<file path="src/rtl/rspe_pkg.sv">
// ----------------------------------------------------------------------------
// rspe_pkg: shared types, codes and GF(256) helpers
// Field codes, parity counts per mode, remainder control bundle and
// constant functions that build the generator polynomials.
// ----------------------------------------------------------------------------
`default_nettype none

package rspe_pkg;

    // Parity byte counts per mode (mode three behaves as mode two)
    localparam int PARITY_CNT_MODE0 = 16;
    localparam int PARITY_CNT_MODE1 = 32;
    localparam int PARITY_CNT_MODE2 = 64;

    // Largest generator kept in a table
    localparam int GEN_MAX = 64;

    // Code word span in bytes
    localparam logic [7:0] CODE_SPAN = 8'd255;

    // Parity mode register codes
    localparam logic [1:0] MODE_16 = 2'd0;
    localparam logic [1:0] MODE_32 = 2'd1;
    localparam logic [1:0] MODE_64 = 2'd2;
    localparam logic [1:0] MODE_ALT = 2'd3;

    // Input command codes
    localparam logic CMD_BYTE   = 1'b0;
    localparam logic CMD_FINISH = 1'b1;

    // Result status codes
    localparam logic [1:0] STATUS_OK       = 2'd0;
    localparam logic [1:0] STATUS_EMPTY    = 2'd1;
    localparam logic [1:0] STATUS_TOO_LONG = 2'd2;

    // Generator coefficients, index is the power of x
    typedef logic [GEN_MAX:0][7:0] gen_t;

    // Control bundle for the remainder register operation
    typedef struct packed {
        logic       absorb;
        logic       shift_out;
        logic       clear_all;
        logic [1:0] gen_sel;
    } rem_ctrl_t;

    // Multiply two field elements, reduce by the field polynomial
    function automatic logic [7:0] gf_mul(input logic [7:0] a, input logic [7:0] b,
                                          input logic [8:0] poly);
        logic [8:0] x;
        logic [7:0] acc;
        x   = {1'b0, a};
        acc = 8'h00;
        for (int k = 0; k < 8; k++) begin
            if (b[k]) begin
                acc = acc ^ x[7:0];
            end
            x = {x[7:0], 1'b0};
            if (x[8]) begin
                x = x ^ poly;
            end
            x[8] = 1'b0;
        end
        return acc;
    endfunction

    // Build product of (x - a^i) for i = 0 .. n-1
    function automatic gen_t gen_poly(input int n, input logic [8:0] poly);
        gen_t       g;
        logic [7:0] root;
        g    = '0;
        g[0] = 8'h01;
        root = 8'h01;
        for (int i = 0; i < n; i++) begin
            for (int j = i + 1; j >= 1; j--) begin
                g[j] = g[j-1] ^ gf_mul(g[j], root, poly);
            end
            g[0] = gf_mul(g[0], root, poly);
            root = gf_mul(root, 8'h02, poly);
        end
        return g;
    endfunction

endpackage

`default_nettype wire

</file>
<file path="src/rtl/reed_solomon_parity_encoder.sv">
// ----------------------------------------------------------------------------
// reed_solomon_parity_encoder: systematic RS(255) parity encoder over GF(256)
// Echoes message bytes while dividing them into the remainder register;
// a finish transaction streams out 16, 32 or 64 parity bytes, or a single status byte for an empty or too-long message.
//
//   channel   | direction | tdata                 | tuser                 | tlast
//   s_        | in        | [7:0] data_byte       | [0] command           | -
//   m_        | out       | [7:0] code_byte       | [0] is_parity,        | last
//             |           |                       | [2:1] status          |
//   cfg_      | in        | [1:0] parity_mode     | -                     | -
//
// A message byte's echo appears the next cycle; a new byte is taken every
// cycle while the output is drained and no parity drain is running.
// A finish gives n parity bytes (n = 16, 32 or 64) at one per cycle while
// the output is drained; the input is held off while the parity shifts
// out of the remainder register, one entry per parity byte.
// Synchronous reset clears the remainder, the byte count and the mode.
// Output stalls back up into the input through tready.
// ----------------------------------------------------------------------------
`default_nettype none

module reed_solomon_parity_encoder import rspe_pkg::*; #(
    parameter int MAX_PARITY = 64,
    parameter int FIELD_POLY = 285
) (
    input  wire logic       aclk,
    input  wire logic       aresetn,
    // input stream
    input  wire logic       s_tvalid,
    output logic            s_tready,
    input  wire logic [7:0] s_tdata,   // [7:0] data_byte
    input  wire logic [0:0] s_tuser,   // [0] command
    // result stream
    output logic            m_tvalid,
    input  wire logic       m_tready,
    output logic [7:0]      m_tdata,   // [7:0] code_byte
    output logic [2:0]      m_tuser,   // [0] is_parity, [2:1] status
    output logic            m_tlast,
    // configuration write
    input  wire logic       cfg_valid,
    output logic            cfg_ready,
    input  wire logic [1:0] cfg_data   // [1:0] parity_mode
);

    localparam int CW = $clog2(MAX_PARITY + 1);
    localparam int N0 = (PARITY_CNT_MODE0 < MAX_PARITY) ? PARITY_CNT_MODE0 : MAX_PARITY;
    localparam int N1 = (PARITY_CNT_MODE1 < MAX_PARITY) ? PARITY_CNT_MODE1 : MAX_PARITY;
    localparam int N2 = (PARITY_CNT_MODE2 < MAX_PARITY) ? PARITY_CNT_MODE2 : MAX_PARITY;

    logic [1:0]    mode_reg;
    logic [7:0]    count_reg, count_next;
    logic [CW-1:0] drain_reg, drain_next;
    logic          m_valid_reg, m_valid_next;
    logic [7:0]    m_data_reg, m_data_next;
    logic [2:0]    m_user_reg, m_user_next;
    logic          m_last_reg, m_last_next;

    logic [1:0]    gen_sel;
    logic [CW-1:0] n_cnt;
    logic [7:0]    limit;
    logic          s_acc;
    logic          out_free;
    logic          draining;
    logic          is_finish;
    rem_ctrl_t     rem_ctrl;
    logic [7:0]    top_byte;

    // Mode three uses the 64 byte generator
    assign gen_sel = (mode_reg == MODE_ALT) ? MODE_64 : mode_reg;

    always_comb begin
        case (gen_sel)
            MODE_16: n_cnt = CW'(N0);
            MODE_32: n_cnt = CW'(N1);
            default: n_cnt = CW'(N2);
        endcase
    end

    assign limit     = CODE_SPAN - 8'(n_cnt);
    assign out_free  = !m_valid_reg || m_tready;
    assign draining  = (drain_reg != '0);
    assign s_tready  = out_free && !draining;
    assign s_acc     = s_tvalid && s_tready;
    assign is_finish = (s_tuser[0] == CMD_FINISH);
    assign cfg_ready = 1'b1;

    // Next state and next result
    always_comb begin
        count_next   = count_reg;
        drain_next   = drain_reg;
        m_valid_next = m_valid_reg && !m_tready;
        m_data_next  = m_data_reg;
        m_user_next  = m_user_reg;
        m_last_next  = m_last_reg;
        rem_ctrl     = '0;
        rem_ctrl.gen_sel = gen_sel;

        if (s_acc) begin
            m_valid_next = 1'b1;
            if (!is_finish) begin
                // echo the byte; absorb it unless the message is full
                m_data_next = s_tdata;
                m_last_next = 1'b0;
                if (count_reg >= limit) begin
                    m_user_next = {STATUS_TOO_LONG, 1'b0};
                end else begin
                    m_user_next     = {STATUS_OK, 1'b0};
                    rem_ctrl.absorb = 1'b1;
                    count_next      = count_reg + 8'd1;
                end
            end else begin
                count_next = 8'd0;
                if (count_reg == 8'd0) begin
                    m_data_next        = 8'h00;
                    m_user_next        = {STATUS_EMPTY, 1'b0};
                    m_last_next        = 1'b1;
                    rem_ctrl.clear_all = 1'b1;
                end else if (count_reg > limit) begin
                    m_data_next        = 8'h00;
                    m_user_next        = {STATUS_TOO_LONG, 1'b0};
                    m_last_next        = 1'b1;
                    rem_ctrl.clear_all = 1'b1;
                end else begin
                    // first parity byte now, the rest drain
                    m_data_next        = top_byte;
                    m_user_next        = {STATUS_OK, 1'b1};
                    m_last_next        = 1'b0;
                    rem_ctrl.shift_out = 1'b1;
                    drain_next         = n_cnt - CW'(1);
                end
            end
        end else if (draining && out_free) begin
            // advance the parity drain
            m_valid_next       = 1'b1;
            m_data_next        = top_byte;
            m_user_next        = {STATUS_OK, 1'b1};
            m_last_next        = (drain_reg == CW'(1));
            rem_ctrl.shift_out = 1'b1;
            drain_next         = drain_reg - CW'(1);
        end
    end

    // Control registers
    always_ff @(posedge aclk) begin
        if (!aresetn) begin
            mode_reg    <= MODE_16;
            count_reg   <= 8'd0;
            drain_reg   <= '0;
            m_valid_reg <= 1'b0;
        end else begin
            if (cfg_valid && cfg_ready) begin
                mode_reg <= cfg_data;
            end
            count_reg   <= count_next;
            drain_reg   <= drain_next;
            m_valid_reg <= m_valid_next;
        end
    end

    // Result payload
    always_ff @(posedge aclk) begin
        m_data_reg <= m_data_next;
        m_user_reg <= m_user_next;
        m_last_reg <= m_last_next;
    end

    rspe_remainder #(
        .MAX_PARITY (MAX_PARITY),
        .FIELD_POLY (FIELD_POLY)
    ) u_remainder (
        .aclk      (aclk),
        .aresetn   (aresetn),
        .ctrl      (rem_ctrl),
        .data_byte (s_tdata),
        .top_byte  (top_byte)
    );

    assign m_tvalid = m_valid_reg;
    assign m_tdata  = m_data_reg;
    assign m_tuser  = m_user_reg;
    assign m_tlast  = m_last_reg;

    // Hold off input while parity drains
    a_drain_blocks_input: assert property (@(posedge aclk) disable iff (!aresetn)
        draining |-> !s_tready)
        else $error("input accepted during parity drain");

    // Any finish restarts the message count
    a_finish_clears_count: assert property (@(posedge aclk) disable iff (!aresetn)
        (s_acc && is_finish) |=> (count_reg == 8'd0))
        else $error("message count not cleared by finish");

    // The marked parity byte ends the drain
    a_last_parity_ends_drain: assert property (@(posedge aclk) disable iff (!aresetn)
        (m_valid_reg && m_last_reg && m_user_reg[0]) |-> !draining)
        else $error("last parity byte shown while drain still active");

endmodule

`default_nettype wire

</file>
<file path="src/rtl/rspe_remainder.sv">
// ----------------------------------------------------------------------------
// rspe_remainder: parity division register
// Holds the remainder of m(x) * x^n mod g(x). One message byte is absorbed
// per cycle while absorb is set, through parallel constant-table GF
// multipliers; parity bytes leave from the top entry by shifting up.
// ----------------------------------------------------------------------------
`default_nettype none

module rspe_remainder import rspe_pkg::*; #(
    parameter int MAX_PARITY = 64,
    parameter int FIELD_POLY = 285
) (
    input  wire logic       aclk,
    input  wire logic       aresetn,
    input  wire rem_ctrl_t  ctrl,
    input  wire logic [7:0] data_byte,
    output logic [7:0]      top_byte
);

    // Parity counts clamped to the register depth
    localparam int N0 = (PARITY_CNT_MODE0 < MAX_PARITY) ? PARITY_CNT_MODE0 : MAX_PARITY;
    localparam int N1 = (PARITY_CNT_MODE1 < MAX_PARITY) ? PARITY_CNT_MODE1 : MAX_PARITY;
    localparam int N2 = (PARITY_CNT_MODE2 < MAX_PARITY) ? PARITY_CNT_MODE2 : MAX_PARITY;

    localparam gen_t GEN0 = gen_poly(N0, 9'(FIELD_POLY));
    localparam gen_t GEN1 = gen_poly(N1, 9'(FIELD_POLY));
    localparam gen_t GEN2 = gen_poly(N2, 9'(FIELD_POLY));

    logic [7:0] rem_reg  [MAX_PARITY];
    logic [7:0] rem_next [MAX_PARITY];
    logic [7:0] feedback;

    // Select the highest active entry for the current mode
    always_comb begin
        case (ctrl.gen_sel)
            MODE_16: top_byte = rem_reg[N0-1];
            MODE_32: top_byte = rem_reg[N1-1];
            default: top_byte = rem_reg[N2-1];
        endcase
    end

    assign feedback = data_byte ^ top_byte;

    // Per-entry update
    for (genvar g = 0; g < MAX_PARITY; g++) begin : g_entry
        logic [7:0] prev;
        logic [7:0] coef;
        logic       in_use;

        if (g == 0) begin : g_first
            assign prev = 8'h00;
        end else begin : g_rest
            assign prev = rem_reg[g-1];
        end

        always_comb begin
            case (ctrl.gen_sel)
                MODE_16: begin
                    coef   = GEN0[g];
                    in_use = (g < N0);
                end
                MODE_32: begin
                    coef   = GEN1[g];
                    in_use = (g < N1);
                end
                default: begin
                    coef   = GEN2[g];
                    in_use = (g < N2);
                end
            endcase
        end

        always_comb begin
            rem_next[g] = rem_reg[g];
            if (ctrl.clear_all) begin
                rem_next[g] = 8'h00;
            end else if (ctrl.absorb) begin
                if (in_use) begin
                    rem_next[g] = prev ^ gf_mul(feedback, coef, 9'(FIELD_POLY));
                end
            end else if (ctrl.shift_out) begin
                rem_next[g] = in_use ? prev : 8'h00;
            end
        end

        always_ff @(posedge aclk) begin
            if (!aresetn) begin
                rem_reg[g] <= 8'h00;
            end else begin
                rem_reg[g] <= rem_next[g];
            end
        end
    end

endmodule

`default_nettype wire

</file>
<file path="config.mk">
export PLATFORM = sky130hd
export DESIGN_NAME = reed_solomon_parity_encoder
export DESIGN_NICKNAME = d
export VERILOG_FILES = /design/src/rtl/rspe_pkg.sv /design/src/rtl/reed_solomon_parity_encoder.sv /design/src/rtl/rspe_remainder.sv
export SDC_FILE = /design/constraint.sdc
export NUM_CORES = 2
export LEC_CHECK = 0
export BUFFER_PORTS_ARGS = -buffer_cell sky130_fd_sc_hd__clkbuf_2
export CORE_ASPECT_RATIO = 0.6
export CORE_MARGIN = 2
export CORE_UTILIZATION = 30
export CTS_BUF_LIST = sky130_fd_sc_hd__clkbuf_4 sky130_fd_sc_hd__clkbuf_8
export DETAILED_ROUTE_END_ITERATION = 16
export HOLD_SLACK_MARGIN = 0.15
export SYNTH_ARGS = -nofsm -noshare
export SYNTH_HDL_FRONTEND = slang
export SYNTH_HIERARCHICAL = 1
export SYNTH_SLANG_ARGS = --single-unit
</file>
<file path="constraint.sdc">
create_clock -name aclk -period 5.3 [get_ports aclk]
set_input_delay 1.06 -clock aclk [delete_from_list [all_inputs] [get_ports aclk]]
set_output_delay 1.06 -clock aclk [all_outputs]
set_load 0.1 [all_outputs]
</file>
==> impl_metrics.toml <==
[drt]
first_pass_iters = 6
vias = 44496
drt_iter0_drc = 7206
antenna_left = 0
routed_via_density = 6.24
routed_wl_mm = 260
routedWlPerCell_um = 36.5
drc = 0

[synthesis]
netlist_instances = 5205
synth_simple_gate_area_frac = 0.199
synth_fa_ha_area_frac = 0.00223
syn_avg_cell_area_um2 = 7.56
synth_most_common_cell = "nor2_1"
syn-num-nets = 5228
muxShareOfSynthArea = 0.0387
synth_edf_count = 12
ys_async_sr_fraction = 0
synth_area_leader_cell = "dfxtp_1"
yosysSeqAreaShare = 0.279
synthXorXnorAreaFrac = 0.159
synthDistinctLibCells = 103
netlist_area_mm2 = 0.0394
yosys.area.top_type_share = 0.270
synth_top_family_by_area = "compound AO/OA/AOI/OAI gates"
ys_ff_latch = 542
synth_warnings = 6
synthFlopType = "dfxtp_1"
ys_top_cells_by_count = "648 x nor2_1, 556 x nand2_1, 530 x dfxtp_1, 455 x xnor2_1, 435 x a21oi_1"
synth_compound_area_frac = 0.267
synthTopCellsByArea = "dfxtp_1 27%, xnor2_1 10%, nor2_1 6.2%"

[sta]
hold_violations = 0
worst_slew_pin_slew_ns = 1.67
period_share = 1.03
finalSetupViolations = 5
rsz0062_at_grt = "false"
fin_crit_ns = 5.46
worst_slack_ns = -0.163
max_freq_mhz = 183
finClkSkew_ns = 0.0495
setup_tns_ns = -0.284
drv_slew = 4
relSlewSlack = -0.117

[clock_network]
cts_max_level = 3
cts_hold_buf = 0
cts_tree = "built"
cts_setup_buffers = 0
cts_buffers = 93
clk_path_buf_depth = 3
clock_tree.root_cell = "clkbuf_8"
clock_latency_ns = 0.84
path_clk_slew_ns = 0.09
cts_sinks = 542

[setup_path]
cp_data_required_time_ns = 5.99
worstSetupPathType = "flop to flop"
cp-end-kind = "flop"
critPathLaunchType = "flop"
cp.arrival_ns = 6.16
cp_max_fo = 7

[die]
rows = 102
fp.dieW_um = 472
num_io_pins = 31
start_util = 0.304
die-area_mm2 = 0.134
die_y_um = 285
coreArea_mm2 = 0.130

[finish]
nNetsFinal = 5360
largest_register_ffs = 512
fin_area_mm2 = 0.0461
fillers = 13665
area_delta_synth_final_pct = 17.2
drive_gt1_frac = 0.158
final_cells = 7128

[pwr]
leakage_nw = 16.6
ir_drop_mv = 0.370
p_total_mw = 39.4
p_per_area_mw_per_mm2 = 855

[global_route]
grt_pass1_wl_mm = 346
grt_max_degree = 109
grt_overflow = 0
grtUsageTotal = 0.373
grt_antenna_before_repair = 12
first_global_vias = 38634

[place]
numPortBuffers = 29
dpl.cell_count = 6958
place.gp.congestion = 1.08
placed_area_mm2 = 0.0440
dpl_worst_slack_ns = -0.0419
hpwl_mm = 196

[hold_path]
hold_path_class = "flop to flop"

[run_status]
violations = "max-capacitance violations, max-slew violations, negative setup slack"
outcome = "complete, but fails checks"

[job]
max-cap-violations = 1
[metrics by stage]
stage | hold WS (ns) | utilization
final | 0.461 | 0.356
after global routing | 0.474 | 0.356
after CTS | 0.449 | 0.356
after detailed placement | 0.455 | 0.340
after global placement | 0.437 | 0.340
after floorplan | 0.425 | -
[layout make-up]
class | instances | area, um2 | share of cell area
clock buffer | 141 | 1740 | 0.0377
inverter | 42 | 165 | 0.00358
sequential | 542 | 11000 | 0.238
clock inverter | 24 | 352 | 0.00762
timing repair buffer | 512 | 4260 | 0.0923
tap | 1716 | 2150 | 0.0465
antenna | 5 | 12.5 | 0.000271
multi-input combinational | 4146 | 26500 | 0.574
[path summary, 6_finish.rpt]
path | start | end | slack (ns) | cells past startpoint
setup / recovery | u_remainder/rem_reg[0][253] | u_remainder/rem_reg[0][180] | -0.16 | 12
hold / removal | u_remainder/rem_reg[0][69] | u_remainder/rem_reg[0][77] | 0.46 | 2
hold reg to reg | u_remainder/rem_reg[0][69] | u_remainder/rem_reg[0][77] | 0.46 | 2
setup reg to reg | u_remainder/rem_reg[0][253] | u_remainder/rem_reg[0][180] | -0.16 | 12
[timing repair]
action / CTS / global route
gates resized for setup: 1 / 2
endpoints found under the setup margin: 3 / 2
cloned: 0 / 0
[cells by family after synthesis]
kind of cell / count (synthesis)
AOI/OAI and AO/OA: 1626
xor gates and xnor gates: 601
adders and majority gates: 7
buffers and inverters: 517
DFF: 542
muxes: 144
other: 1
and+or+nand+nor: 1767
[routing by layer]
| metal | GRT usage | part of all wire | up-vias |
|---|---|---|---|
| met5 | 0 | 0.0012 | - |
| met4 | 0.0994 | 0.029 | 20 |
| met3 | 0.213 | 0.17 | 383 |
| met2 | 0.443 | 0.35 | 3156 |
| met1 | 0.548 | 0.45 | 22044 |
| li1 | - | - | 18893 |
[cell usage in the layout (no fill, tap or decap), drive strengths merged, types with 38 or more instances in the layout]
cell type | Yosys | layout
xnor2 | 494 | 494
a31oi | 66 | 66
a21oi | 435 | 435
mux2i | 131 | 131
clkbuf | 329 | 170
buf | 146 | 483
a32oi | 38 | 38
nor3 | 233 | 233
a211oi | 135 | 135
o211ai | 40 | 40
nor2 | 663 | 663
xnor3 | 38 | 38
nand3 | 85 | 85
a22oi | 146 | 146
xor2 | 69 | 69
dfxtp | 530 | 530
and3 | 40 | 40
o21ai | 386 | 386
a311oi | 44 | 44
inv | 42 | 44
nand2 | 560 | 560
a21o | 41 | 41
a221oi | 47 | 47
o22ai | 43 | 43
[critical path: stages, from the launching register on]
cell	delay, ns
dfxtp_1	0.95
mux2i_2	0.26
o211ai_1	0.63
a22oi_1	0.33
a211oi_2	0.73
nor2_2	0.19
xnor2_2	1.00
xnor2_1	0.21
buf_4	0.23
a22oi_1	0.45
nor4_1	0.09
a21oi_1	0.14
a21oi_1	0.08
[power by group]
part / leakage, nW / switching, mW / internal (mW)
clock: 1.11 / 2.02 / 2.49
combinational: 11.1 / 20.0 / 8.74
sequential: 4.43 / 1.09 / 5.10
Power figures use the tool's default switching activity.
